$ cat src/rtl/core/cda_pkg.sv
`timescale 1ns / 1ps
`default_nettype none
// ----------------------------------------------------------------------------
// Calendar date advance package
// Shared constants, command codes and calendar helper functions.
// ----------------------------------------------------------------------------
package cda_pkg;

  localparam logic [15:0] MIN_YEAR  = 16'd1900;
  localparam logic [15:0] YEAR_MAX  = 16'd65535;

  // Divisibility by 25 of a 16-bit value: multiply by the inverse of 25
  // modulo 2^16 and compare against floor((2^16 - 1) / 25).
  localparam logic [15:0] INV25     = 16'd23593;
  localparam logic [15:0] DIV25_LIM = 16'd2621;

  typedef logic [2:0] cmd_t;

  localparam cmd_t CMD_SET_DATE  = 3'd0;
  localparam cmd_t CMD_SET_MONTH = 3'd1;
  localparam cmd_t CMD_SET_DAY   = 3'd2;
  localparam cmd_t CMD_SET_YEAR  = 3'd3;
  localparam cmd_t CMD_ADVANCE   = 3'd4;

  function automatic logic is_leap(input logic [15:0] y);
    logic [31:0] prod;
    logic        div4;
    logic        div16;
    logic        div25;
    prod  = {16'd0, y} * {16'd0, INV25};
    div4  = (y[1:0] == 2'd0);
    div16 = (y[3:0] == 4'd0);
    div25 = (prod[15:0] <= DIV25_LIM);
    return div4 && (!div25 || div16);
  endfunction

  // Length of a month; zero for a month code outside 1 to 12.
  function automatic logic [4:0] month_days(input logic [3:0] m, input logic leap);
    logic [4:0] len;
    case (m)
      4'd1, 4'd3, 4'd5, 4'd7, 4'd8, 4'd10, 4'd12: len = 5'd31;
      4'd4, 4'd6, 4'd9, 4'd11:                     len = 5'd30;
      4'd2:                                        len = leap ? 5'd29 : 5'd28;
      default:                                     len = 5'd0;
    endcase
    return len;
  endfunction

  // Days of a common year before the first of a month.
  function automatic logic [8:0] days_before(input logic [3:0] m);
    logic [8:0] d;
    case (m)
      4'd2:    d = 9'd31;
      4'd3:    d = 9'd59;
      4'd4:    d = 9'd90;
      4'd5:    d = 9'd120;
      4'd6:    d = 9'd151;
      4'd7:    d = 9'd181;
      4'd8:    d = 9'd212;
      4'd9:    d = 9'd243;
      4'd10:   d = 9'd273;
      4'd11:   d = 9'd304;
      4'd12:   d = 9'd334;
      default: d = 9'd0;
    endcase
    return d;
  endfunction

endpackage

`default_nettype wire

$ cat src/rtl/core/cda_if.sv
`timescale 1ns / 1ps
`default_nettype none
// ----------------------------------------------------------------------------
// Calendar date advance channels
// Valid/ready channels for the command requests and the date results.
// ----------------------------------------------------------------------------
interface cda_in_if;
  logic        valid;
  logic        ready;
  logic [2:0]  cmd;
  logic [3:0]  new_month;
  logic [4:0]  new_day;
  logic [15:0] new_year;
  logic [15:0] add_days;

  modport source (output valid, cmd, new_month, new_day, new_year, add_days,
                  input ready);
  modport sink   (input valid, cmd, new_month, new_day, new_year, add_days,
                  output ready);
endinterface

interface cda_out_if;
  logic        valid;
  logic        ready;
  logic [3:0]  month_out;
  logic [4:0]  day_out;
  logic [15:0] year_out;
  logic [8:0]  days_passed;
  logic [8:0]  days_left;
  logic        leap;
  logic        error;

  modport source (output valid, month_out, day_out, year_out, days_passed,
                  days_left, leap, error, input ready);
  modport sink   (input valid, month_out, day_out, year_out, days_passed,
                  days_left, leap, error, output ready);
endinterface

`default_nettype wire

$ cat src/rtl/core/calendar_date_advance.sv
`timescale 1ns / 1ps
`default_nettype none
// ----------------------------------------------------------------------------
// Calendar date advance
// Holds one Gregorian date and runs set and advance commands on it.
// ----------------------------------------------------------------------------
// Each request runs one command against the stored date and gives one result.
// A set command is checked in ST_CHECK and its result loaded from ST_FIN. An
// advance passes ST_CHECK, steps once in ST_YEAR for each year boundary crossed
// and once in ST_MONTH for each month stepped in the final year, then loads its
// result from ST_FIN. The length of an advance is set by the year and month walk, which
// runs through a single leap-year unit (one 16x16 multiply) and a single
// compare-and-subtract. The block takes no new request while a command runs;
// a finished result sits in the output register, so the next request can be
// taken while it waits.
module calendar_date_advance
  import cda_pkg::*;
(
  input  wire        clk,
  input  wire        rst_n,
  cda_in_if.sink     in_req,
  cda_out_if.source  out_res
);

  localparam logic [2:0] ST_IDLE  = 3'd0;
  localparam logic [2:0] ST_CHECK = 3'd1;
  localparam logic [2:0] ST_YEAR  = 3'd2;
  localparam logic [2:0] ST_MONTH = 3'd3;
  localparam logic [2:0] ST_FIN   = 3'd4;

  logic [2:0]  state_r, state_nxt;
  logic [3:0]  cur_month_r, cur_month_nxt;
  logic [4:0]  cur_day_r, cur_day_nxt;
  logic [15:0] cur_year_r, cur_year_nxt;
  cmd_t        cmd_r, cmd_nxt;
  logic [3:0]  nm_r, nm_nxt;
  logic [4:0]  nd_r, nd_nxt;
  logic [15:0] na_r, na_nxt;
  logic [15:0] yr_r, yr_nxt;
  logic [3:0]  m_r, m_nxt;
  logic [16:0] total_r, total_nxt;
  logic        err_r, err_nxt;
  logic        out_valid_r, out_valid_nxt;

  logic [3:0]  out_month_r;
  logic [4:0]  out_day_r;
  logic [15:0] out_year_r;
  logic [8:0]  out_passed_r;
  logic [8:0]  out_left_r;
  logic        out_leap_r;
  logic        out_err_r;

  // Shared units: leap test of the working year, one month length lookup,
  // one compare-and-subtract on the running day count.
  logic        lp;
  logic [3:0]  md_month;
  logic [4:0]  md;
  logic [3:0]  chk_m;
  logic [4:0]  chk_d;
  logic        chk_ok;
  logic [8:0]  yd;
  logic [16:0] sub_amt;
  logic        sub_ge;
  logic [16:0] sub_diff;
  logic [8:0]  passed;
  logic [8:0]  left;
  logic        fin_load;

  assign lp = is_leap(yr_r);

  always_comb begin
    chk_m = cur_month_r;
    chk_d = cur_day_r;
    if (cmd_r inside {CMD_SET_DATE, CMD_SET_MONTH}) begin
      chk_m = nm_r;
    end
    if (cmd_r inside {CMD_SET_DATE, CMD_SET_DAY}) begin
      chk_d = nd_r;
    end
  end

  assign md_month = (state_r == ST_MONTH) ? m_r : chk_m;
  assign md       = month_days(md_month, lp);
  assign chk_ok   = (chk_m inside {[4'd1:4'd12]}) && (yr_r >= MIN_YEAR) &&
                    (chk_d != 5'd0) && (chk_d <= md);

  assign yd       = lp ? 9'd366 : 9'd365;
  assign sub_amt  = (state_r == ST_YEAR) ? {8'd0, yd} : {12'd0, md};
  assign sub_ge   = (total_r >= sub_amt);
  assign sub_diff = total_r - sub_amt;

  // Position of the stored date within the year; yr_r holds the stored year
  // whenever these are used.
  assign passed = days_before(cur_month_r) + {4'd0, cur_day_r - 5'd1} +
                  {8'd0, (cur_month_r > 4'd2) && lp};
  assign left   = (lp ? 9'd365 : 9'd364) - passed;

  assign fin_load     = !out_valid_r || out_res.ready;
  assign in_req.ready = (state_r == ST_IDLE);

  always_comb begin
    state_nxt     = state_r;
    cur_month_nxt = cur_month_r;
    cur_day_nxt   = cur_day_r;
    cur_year_nxt  = cur_year_r;
    cmd_nxt       = cmd_r;
    nm_nxt        = nm_r;
    nd_nxt        = nd_r;
    na_nxt        = na_r;
    yr_nxt        = yr_r;
    m_nxt         = m_r;
    total_nxt     = total_r;
    err_nxt       = err_r;
    out_valid_nxt = out_valid_r && !out_res.ready;
    case (state_r)
      ST_IDLE: begin
        if (in_req.valid) begin
          cmd_nxt   = in_req.cmd;
          nm_nxt    = in_req.new_month;
          nd_nxt    = in_req.new_day;
          na_nxt    = in_req.add_days;
          err_nxt   = 1'b0;
          yr_nxt    = (in_req.cmd inside {CMD_SET_DATE, CMD_SET_YEAR}) ?
                      in_req.new_year : cur_year_r;
          state_nxt = ST_CHECK;
        end
      end
      ST_CHECK: begin
        state_nxt = ST_FIN;
        case (cmd_r)
          CMD_SET_DATE: begin
            if (chk_ok) begin
              cur_month_nxt = nm_r;
              cur_day_nxt   = nd_r;
              cur_year_nxt  = yr_r;
            end else begin
              cur_month_nxt = 4'd1;
              cur_day_nxt   = 5'd1;
              cur_year_nxt  = MIN_YEAR;
              yr_nxt        = MIN_YEAR;
              err_nxt       = 1'b1;
            end
          end
          CMD_SET_MONTH: begin
            if (chk_ok) begin
              cur_month_nxt = nm_r;
            end else begin
              err_nxt = 1'b1;
            end
          end
          CMD_SET_DAY: begin
            if (chk_ok) begin
              cur_day_nxt = nd_r;
            end else begin
              err_nxt = 1'b1;
            end
          end
          CMD_SET_YEAR: begin
            if (chk_ok) begin
              cur_year_nxt = yr_r;
            end else begin
              yr_nxt  = cur_year_r;
              err_nxt = 1'b1;
            end
          end
          CMD_ADVANCE: begin
            total_nxt = {8'd0, passed} + {1'b0, na_r};
            m_nxt     = 4'd1;
            state_nxt = ST_YEAR;
          end
          default: begin
            err_nxt = 1'b1;
          end
        endcase
      end
      ST_YEAR: begin
        if (sub_ge) begin
          if (yr_r == YEAR_MAX) begin
            // Past the last year: keep the stored date and flag it.
            yr_nxt    = cur_year_r;
            err_nxt   = 1'b1;
            state_nxt = ST_FIN;
          end else begin
            total_nxt = sub_diff;
            yr_nxt    = yr_r + 16'd1;
          end
        end else begin
          state_nxt = ST_MONTH;
        end
      end
      ST_MONTH: begin
        if ((m_r != 4'd12) && sub_ge) begin
          total_nxt = sub_diff;
          m_nxt     = m_r + 4'd1;
        end else begin
          cur_year_nxt  = yr_r;
          cur_month_nxt = m_r;
          cur_day_nxt   = total_r[4:0] + 5'd1;
          state_nxt     = ST_FIN;
        end
      end
      ST_FIN: begin
        if (fin_load) begin
          out_valid_nxt = 1'b1;
          state_nxt     = ST_IDLE;
        end
      end
      default: begin
        state_nxt = ST_IDLE;
      end
    endcase
  end

  always_ff @(posedge clk) begin
    if (!rst_n) begin
      state_r     <= ST_IDLE;
      out_valid_r <= 1'b0;
      cur_month_r <= 4'd1;
      cur_day_r   <= 5'd1;
      cur_year_r  <= MIN_YEAR;
    end else begin
      state_r     <= state_nxt;
      out_valid_r <= out_valid_nxt;
      cur_month_r <= cur_month_nxt;
      cur_day_r   <= cur_day_nxt;
      cur_year_r  <= cur_year_nxt;
    end
  end

  always_ff @(posedge clk) begin
    cmd_r   <= cmd_nxt;
    nm_r    <= nm_nxt;
    nd_r    <= nd_nxt;
    na_r    <= na_nxt;
    yr_r    <= yr_nxt;
    m_r     <= m_nxt;
    total_r <= total_nxt;
    err_r   <= err_nxt;
    if ((state_r == ST_FIN) && fin_load) begin
      out_month_r  <= cur_month_r;
      out_day_r    <= cur_day_r;
      out_year_r   <= cur_year_r;
      out_passed_r <= passed;
      out_left_r   <= left;
      out_leap_r   <= lp;
      out_err_r    <= err_r;
    end
  end

  assign out_res.valid       = out_valid_r;
  assign out_res.month_out   = out_month_r;
  assign out_res.day_out     = out_day_r;
  assign out_res.year_out    = out_year_r;
  assign out_res.days_passed = out_passed_r;
  assign out_res.days_left   = out_left_r;
  assign out_res.leap        = out_leap_r;
  assign out_res.error       = out_err_r;

`ifndef SYNTH
  a_date_valid: assert property (@(posedge clk) disable iff (!rst_n)
    (cur_month_r >= 4'd1) && (cur_month_r <= 4'd12) && (cur_day_r != 5'd0) &&
    (cur_year_r >= MIN_YEAR))
    else $error("stored date left the valid range");

  a_fin_year: assert property (@(posedge clk) disable iff (!rst_n)
    (state_r == ST_FIN) |-> (yr_r == cur_year_r))
    else $error("working year differs from stored year at result time");

  a_result_date: assert property (@(posedge clk) disable iff (!rst_n)
    ((state_r == ST_FIN) && fin_load) |=>
      ((out_res.year_out == cur_year_r) && (out_res.month_out == cur_month_r) &&
       (out_res.day_out == cur_day_r)))
    else $error("result does not match the stored date");

  a_year_total: assert property (@(posedge clk) disable iff (!rst_n)
    out_res.valid |->
      ((out_res.days_passed + out_res.days_left) ==
       (out_res.leap ? 9'd365 : 9'd364)))
    else $error("days passed and days left do not add up to the year");
`endif

endmodule

`default_nettype wire
$ cat src/flat_wrapper.sv
// flat-port wrapper written by rule: the top's interface ports become plain ports
module calendar_date_advance_flat import cda_pkg::*;
  (clk, rst_n, in_req_valid, in_req_cmd, in_req_new_month, in_req_new_day, in_req_new_year, in_req_add_days, in_req_ready, out_res_valid, out_res_month_out, out_res_day_out, out_res_year_out, out_res_days_passed, out_res_days_left, out_res_leap, out_res_error, out_res_ready);
  cda_in_if in_req_i ();
  cda_out_if out_res_i ();
  input  wire clk;
  input  wire rst_n;
  input wire logic [$bits(in_req_i.valid)-1:0] in_req_valid;
  input wire logic [$bits(in_req_i.cmd)-1:0] in_req_cmd;
  input wire logic [$bits(in_req_i.new_month)-1:0] in_req_new_month;
  input wire logic [$bits(in_req_i.new_day)-1:0] in_req_new_day;
  input wire logic [$bits(in_req_i.new_year)-1:0] in_req_new_year;
  input wire logic [$bits(in_req_i.add_days)-1:0] in_req_add_days;
  output wire logic [$bits(in_req_i.ready)-1:0] in_req_ready;
  output wire logic [$bits(out_res_i.valid)-1:0] out_res_valid;
  output wire logic [$bits(out_res_i.month_out)-1:0] out_res_month_out;
  output wire logic [$bits(out_res_i.day_out)-1:0] out_res_day_out;
  output wire logic [$bits(out_res_i.year_out)-1:0] out_res_year_out;
  output wire logic [$bits(out_res_i.days_passed)-1:0] out_res_days_passed;
  output wire logic [$bits(out_res_i.days_left)-1:0] out_res_days_left;
  output wire logic [$bits(out_res_i.leap)-1:0] out_res_leap;
  output wire logic [$bits(out_res_i.error)-1:0] out_res_error;
  input wire logic [$bits(out_res_i.ready)-1:0] out_res_ready;
  assign in_req_i.valid = in_req_valid;
  assign in_req_i.cmd = in_req_cmd;
  assign in_req_i.new_month = in_req_new_month;
  assign in_req_i.new_day = in_req_new_day;
  assign in_req_i.new_year = in_req_new_year;
  assign in_req_i.add_days = in_req_add_days;
  assign in_req_ready = in_req_i.ready;
  assign out_res_valid = out_res_i.valid;
  assign out_res_month_out = out_res_i.month_out;
  assign out_res_day_out = out_res_i.day_out;
  assign out_res_year_out = out_res_i.year_out;
  assign out_res_days_passed = out_res_i.days_passed;
  assign out_res_days_left = out_res_i.days_left;
  assign out_res_leap = out_res_i.leap;
  assign out_res_error = out_res_i.error;
  assign out_res_i.ready = out_res_ready;
  calendar_date_advance u_core (.clk(clk), .rst_n(rst_n), .in_req(in_req_i), .out_res(out_res_i));
endmodule
$ cat config.mk
export PLATFORM = sky130hd
export DESIGN_NAME = calendar_date_advance_flat
export DESIGN_NICKNAME = d
export VERILOG_FILES = /design/src/rtl/core/cda_pkg.sv /design/src/rtl/core/cda_if.sv /design/src/rtl/core/calendar_date_advance.sv /design/src/flat_wrapper.sv
export SDC_FILE = /design/constraint.sdc
export NUM_CORES = 1
export LEC_CHECK = 0
export BUFFER_PORTS_ARGS = -buffer_cell sky130_fd_sc_hd__buf_2
export CORE_MARGIN = 1.5
export CORE_UTILIZATION = 26
export DETAILED_ROUTE_END_ITERATION = 16
export GPL_ROUTABILITY_DRIVEN = 0
export PLACE_DENSITY = 0.46
export SLEW_MARGIN = 5
export SYNTH_ARGS = -nofsm -noshare
export SYNTH_HDL_FRONTEND = slang
export SYNTH_SLANG_ARGS = --single-unit
$ cat constraint.sdc
create_clock -name clk -period 10.55 [get_ports clk]
set_input_delay 0.5275 -clock clk [delete_from_list [all_inputs] [get_ports clk]]
set_output_delay 0.5275 -clock clk [all_outputs]
set_load 0.02 [all_outputs]
== Yosys cells after proc, flatten, opt, wreduce, memory -nomap -nowiden ==
Memory sizes are Yosys's and may differ from the RTL's. A register that Yosys moved wholly into a read port is not among the register bits.
Cells that the tools add are included.
Operators by class
  $add $sub $neg: 9
  $mul: 1
  order comparisons: 7
  equality and inequality tests: 39
  mux-type cells: 53
  reduce and logical (&&, ||, !) cells: 38
Operators by type and width (number)
  two-way mux 16 bit: 7
  two-way mux 17 bit: 4
  one-hot mux 16 bit (2 select lines): 2
  one-hot mux 17 bit (3 select lines): 1
  one-hot mux 16 bit (3 select lines): 1
  two-way mux 4 bit: 9
  one-hot mux 4 bit (2 select lines): 3
  equality test 4 bit (second input constant): 5
  two-way mux 5 bit: 4
  one-hot mux 5 bit (2 select lines): 2
  two-way mux 3 bit: 6
  adder 9 x 16 -> 17 bit: 1
  greater-or-equal comparator 17 bit: 1
  subtractor 17 bit: 1
  adder 16 x 1 -> 16 bit (second input constant): 1
  equality test 16 bit (second input constant): 1
  equality test 4 x 3 -> 1 bit (second input constant): 4
  greater-or-equal comparator 16 x 11 -> 1 bit (second input constant): 1
  <= comparator 16 x 12 -> 1 bit (second input constant): 1
  multiplier 16 x 15 -> 16 bit (second input constant): 1
  AND reduction 4 bit: 4
  equality test 3 x 2 -> 1 bit (second input constant): 5
  one-hot mux 3 bit (5 select lines): 1
  one-hot mux 5 bit (3 select lines): 1
  40 further kinds: 80
Word-level totals
  bits in registers: 140
  memory bits (read-only): 144
  input bits: 48
  memories: 1
Memory list
  (no name shown): words 16, width 9, rd ports 1, clocked after Yosys merged registers in 1, wr ports 0, line cda_pkg.sv:52  | case (m)

== Longest topological paths before layout ==
  word-level depth: 14
  mapped depth: 33

== Worst setup path before layout ==
OpenSTA, ideal clock, no wires.
  path kind: flip-flop to flip-flop
  start point: reg u_core.yr_r[0]
  end point: reg u_core.total_r[15] (data pin)
  setup time: 0.260 ns
  arrival time: 7.240 ns
  required time: 10.290 ns
  path slack: 3.051 ns
  cell stages (with the launch flop): 32
  buffers on the path: 0
  cell sequence: edfxtp_1 > ha_1 > ha_1 > inv_1 > fa_1 > fa_1 > inv_1 > fa_1 > ha_1 > xnor2_1 > xnor2_1 > xnor3_1 > a211oi_1 > a31oi_1 > o41a_1 > nand2_1 > fa_1 > inv_1 > fa_1 > nand2_1 > nand2_1 > a21oi_1 > nor2b_1 > o21ai_0 > xor2_1 > inv_1 > ha_1 > a21oi_1 > o31ai_1 > nand2b_1 > xnor2_1 > mux2_2
RTL lines
  start: declaration: line calendar_date_advance.sv:39  | logic [15:0] yr_r, yr_nxt;
  start signal: assignment: line calendar_date_advance.sv:235  | yr_r <= yr_nxt;
  multiplier 16 x 15 -> 16 bit: line cda_pkg.sv:30  | prod = {16'd0, y} * {16'd0, INV25};
  <= comparator 16 x 12 -> 1 bit: line cda_pkg.sv:33  | div25 = (prod[15:0] <= DIV25_LIM);
  logical NOT 1 bit: line cda_pkg.sv:34  | return div4 && (!div25 || div16);
  logical OR 1 bit: line cda_pkg.sv:34
  logical AND 1 bit *: line cda_pkg.sv:34
  net u_core.lp: line calendar_date_advance.sv:55  | logic lp;
  logical AND 1 bit *: line calendar_date_advance.sv:95  | {8'd0, (cur_month_r > 4'd2) && lp};
  adder 9 x 1 -> 9 bit *: line calendar_date_advance.sv:94  | assign passed = days_before(cur_month_r) + {4'd0, cur_day_r - 5'd1} +
  net u_core.passed[6]: line calendar_date_advance.sv:65  | logic [8:0] passed;
  adder 9 x 16 -> 17 bit *: line calendar_date_advance.sv:167  | total_nxt = {8'd0, passed} + {1'b0, na_r};
  two-way mux 17 bit *: line calendar_date_advance.sv:130  | case (cmd_r)
  one-hot mux 17 bit (3 select lines) *: line calendar_date_advance.sv:115  | case (state_r)
  net u_core.total_nxt[15]: line calendar_date_advance.sv:41  | logic [16:0] total_r, total_nxt;
  end signal: assignment: line calendar_date_advance.sv:237  | total_r <= total_nxt;
  end: declaration: line calendar_date_advance.sv:41
The timed path passes the listed nets; every way through them passes the cells marked *. The select of a mux whose other input is x is not followed.
A chain may end at the register's enable or synchronous reset.

== Worst setup path after layout ==
Ends and elaborated chain as after synthesis.

==> flow_metrics.py <==
metrics = {
    "synth": {
        "ys.flop_type": "edfxtp_1",
        "avgSynthCellArea_sq_um": 10.4,
        "synth_area_sq_um": 10000,
        "ys_seq_area_share_pct": 40.9,
        "syn_inst": 966,
        "syn_nets": 1140,
        "synth_edf_count": 111,
        "synth_warnings": 0,
        "synth.distinct_cells": 66,
        "synthArstFlopShare_pct": 0,
        "synth_seq_cells": 149,
    },
    "drt": {
        "dr.pass1.iters": 7,
        "drc": 0,
        "dr_total_vias": 7527,
        "wl_per_cell_um": 17.4,
        "initialDrtViolationCount": 539,
        "drt-total-wl_um": 27500,
        "ant_nets": 0,
        "viasPerCell": 4.77,
    },
    "floorplan": {
        "row_count": 71,
        "die_h_um": 199,
        "initial_utilization_pct": 26.5,
        "die-area_sq_um": 39600,
        "io_pins": 95,
        "die_x_um": 199,
        "core_area_sq_um": 37800,
    },
    "global_routing": {
        "grt_usage_pct": 14.7,
        "grt_pass1_wl_um": 43900,
        "antenna_found_initial": 0,
        "overflow": 0,
        "grt_max_degree": 35,
        "grt_pass1_vias": 7676,
    },
    "worst_hold_path": {
        "hp-class": "in2reg",
    },
    "cts": {
        "cts_root_buffer": "clkbuf_16",
        "cts_resized": 0,
        "postCtsSetupBuffers": 0,
        "cts_buffer_depth": 2,
        "cts.sinks": 149,
        "cts.reportedPaths.clkPinSlew_ns": 0.07,
        "cts_htree_levels": 4,
        "insertion_delay_ns": 0.45,
        "hold_buffers": 0,
        "cts_tree": "yes",
        "cts_buffers": 17,
    },
    "timing": {
        "min_period_ns": 8.35,
        "slew_headroom_pct": 17.0,
        "hold_violations": 0,
        "rsz0062_at_grt": "false",
        "period_share_pct": 79.2,
        "finalSetupViolCount": 0,
        "slew_violations": 0,
        "fmax_mhz": 120,
        "tightest_slew_ns": 1.24,
        "fin_skew_ns": 0.0107,
        "fin_setup_tns_ns": 0,
        "timing.final.ws_setup_ns": 2.20,
    },
    "layout": {
        "fillers": 3890,
        "drive_gt1_share_pct": 14.8,
        "syn2layout_area_growth_pct": 16.9,
        "antenna_cells": 0,
        "fin_nets": 1229,
    },
    "flow_run": {
        "maxCapViolations": 0,
    },
    "setup_path": {
        "path_class": "reg2reg",
        "critical-path-top-delay-family": "adder cells",
        "critPathSlowestCell": "edfxtp_1",
        "path_common_cell": "fa_1",
        "crit_buf_inv": 4,
        "slowest_delay_ns": 0.56,
        "startpoint_type": "flop",
        "arrival_ns": 8.55,
        "worstPathMaxFanout": 11,
        "required_ns": 10.75,
        "end_kind": "flop",
    },
    "placed_design": {
        "hpwl_um": 20500,
        "place_ws_ns": 2.19,
        "port_buffers": 94,
    },
    "outcome": {
        "status": "complete, no violations",
    },
}
state kept, by name, indices dropped and copies added (netlist names), 4 cells and up, named ones only:
signal,count
u_core.m_r,4
u_core.total_r,17
u_core.out_res.days_passed,9
u_core.out_res.day_out,5
u_core.out_res.days_left,9
u_core.nd_r,5
u_core.cur_year_r,16
u_core.cur_month_r,4
u_core.cur_day_r,5
u_core.yr_r,16
u_core.out_res.year_out,16
u_core.out_res.month_out,4
u_core.nm_r,4
u_core.na_r,16
cells by family after synthesis:
logic type	count (synthesis)	synth area share, %
buffers and inverters	114	4.39
and+or+nand+nor	257	12.7
muxes	27	2.95
DFF	149	40.9
AOI/OAI and AO/OA	216	14.6
adders and majority gates	126	17.4
xor gates and xnor gates	77	7.02
cell usage after synthesis (all sizes together) (8+ instances only):
master  number  area share [%]
a211oi      11            0.83
a21oi       52             2.6
a222oi       8            0.80
a22oi       14             1.1
and3        17             1.1
clkbuf      27             1.0
dfxtp       38             7.6
edfxtp     111              33
fa          22             4.4
ha         104              13
inv         81             3.0
mux2i       20             2.1
nand2       82             3.1
nand2b       8            0.50
nand3       17            0.85
nor2        57             2.2
nor2b       16             1.0
nor3        19            0.95
o211ai      11            0.83
o21ai       37             1.9
o22ai       12            0.75
o31ai       11            0.83
xnor2       46             4.0
xor2        29             2.5
final cells by class:
class                   instances  area, sq um  area share (%)
repair buffers                102          531            4.54
well taps                     511          639            5.47
inverters                      82          309            2.64
clock inverters                14          190            1.63
clock buffers                  18          439            3.76
flip-flops and latches        149         4090            35.0
multi-input cells             703         5480            46.9
through the flow:
stage	hold WS [ns]	util (%)	instance area, sq um	std cells
after floorplan	0.400	-	10000	966
after global placement	0.410	29.3	11100	1547
after detailed placement	0.425	29.3	11100	1547
after CTS	0.227	31.0	11700	1579
after global routing	0.230	31.0	11700	1579
final	0.253	31.0	11700	1579
metal layers:
metal / global-route usage [%] / wire (um) / vias up
li1: - / - / 3705
met1: 19.9 / 13200 / 3620
met2: 23.1 / 12600 / 173
met3: 2.62 / 1160 / 29
met4: 5.58 / 618 / 0
met5: 0 / 0 / -
final timing paths:
kind | startpoint | to | slack (ns) | cells past startpoint
hold reg to reg | u_core.err_r$_DFFE_PP_ | u_core.out_res.error$_DFFE_PP_ | 0.45 | 0
hold / removal | in_req_new_day[4] | u_core.nd_r[4]$_DFFE_PP_ | 0.25 | 1
setup / recovery | u_core.yr_r[0]$_DFFE_PP_ | u_core.total_r[15]$_DFFE_PP_ | 2.20 | 31
setup reg to reg | u_core.yr_r[0]$_DFFE_PP_ | u_core.total_r[15]$_DFFE_PP_ | 2.20 | 31
layout by cell type (no fill, tap or decap), types with 19 or more instances in the layout:
| cell | synthesis | layout |
|---|---|---|
| edfxtp_1 | 111 | 111 |
| ha_1 | 104 | 104 |
| dfxtp_1 | 38 | 38 |
| xor2_1 | 29 | 29 |
| xnor2_1 | 46 | 46 |
| a21oi_1 | 52 | 52 |
| o21ai_0 | 36 | 36 |
| fa_1 | 22 | 22 |
| inv_1 | 81 | 81 |
| mux2i_1 | 19 | 19 |
| buf_2 | 2 | 94 |
| nor2_1 | 56 | 55 |
| nand2_1 | 81 | 81 |
Power is left out: the tool's default activity adds up to more than one toggle a clock period on the data nets, which glitch-free logic cannot reach.
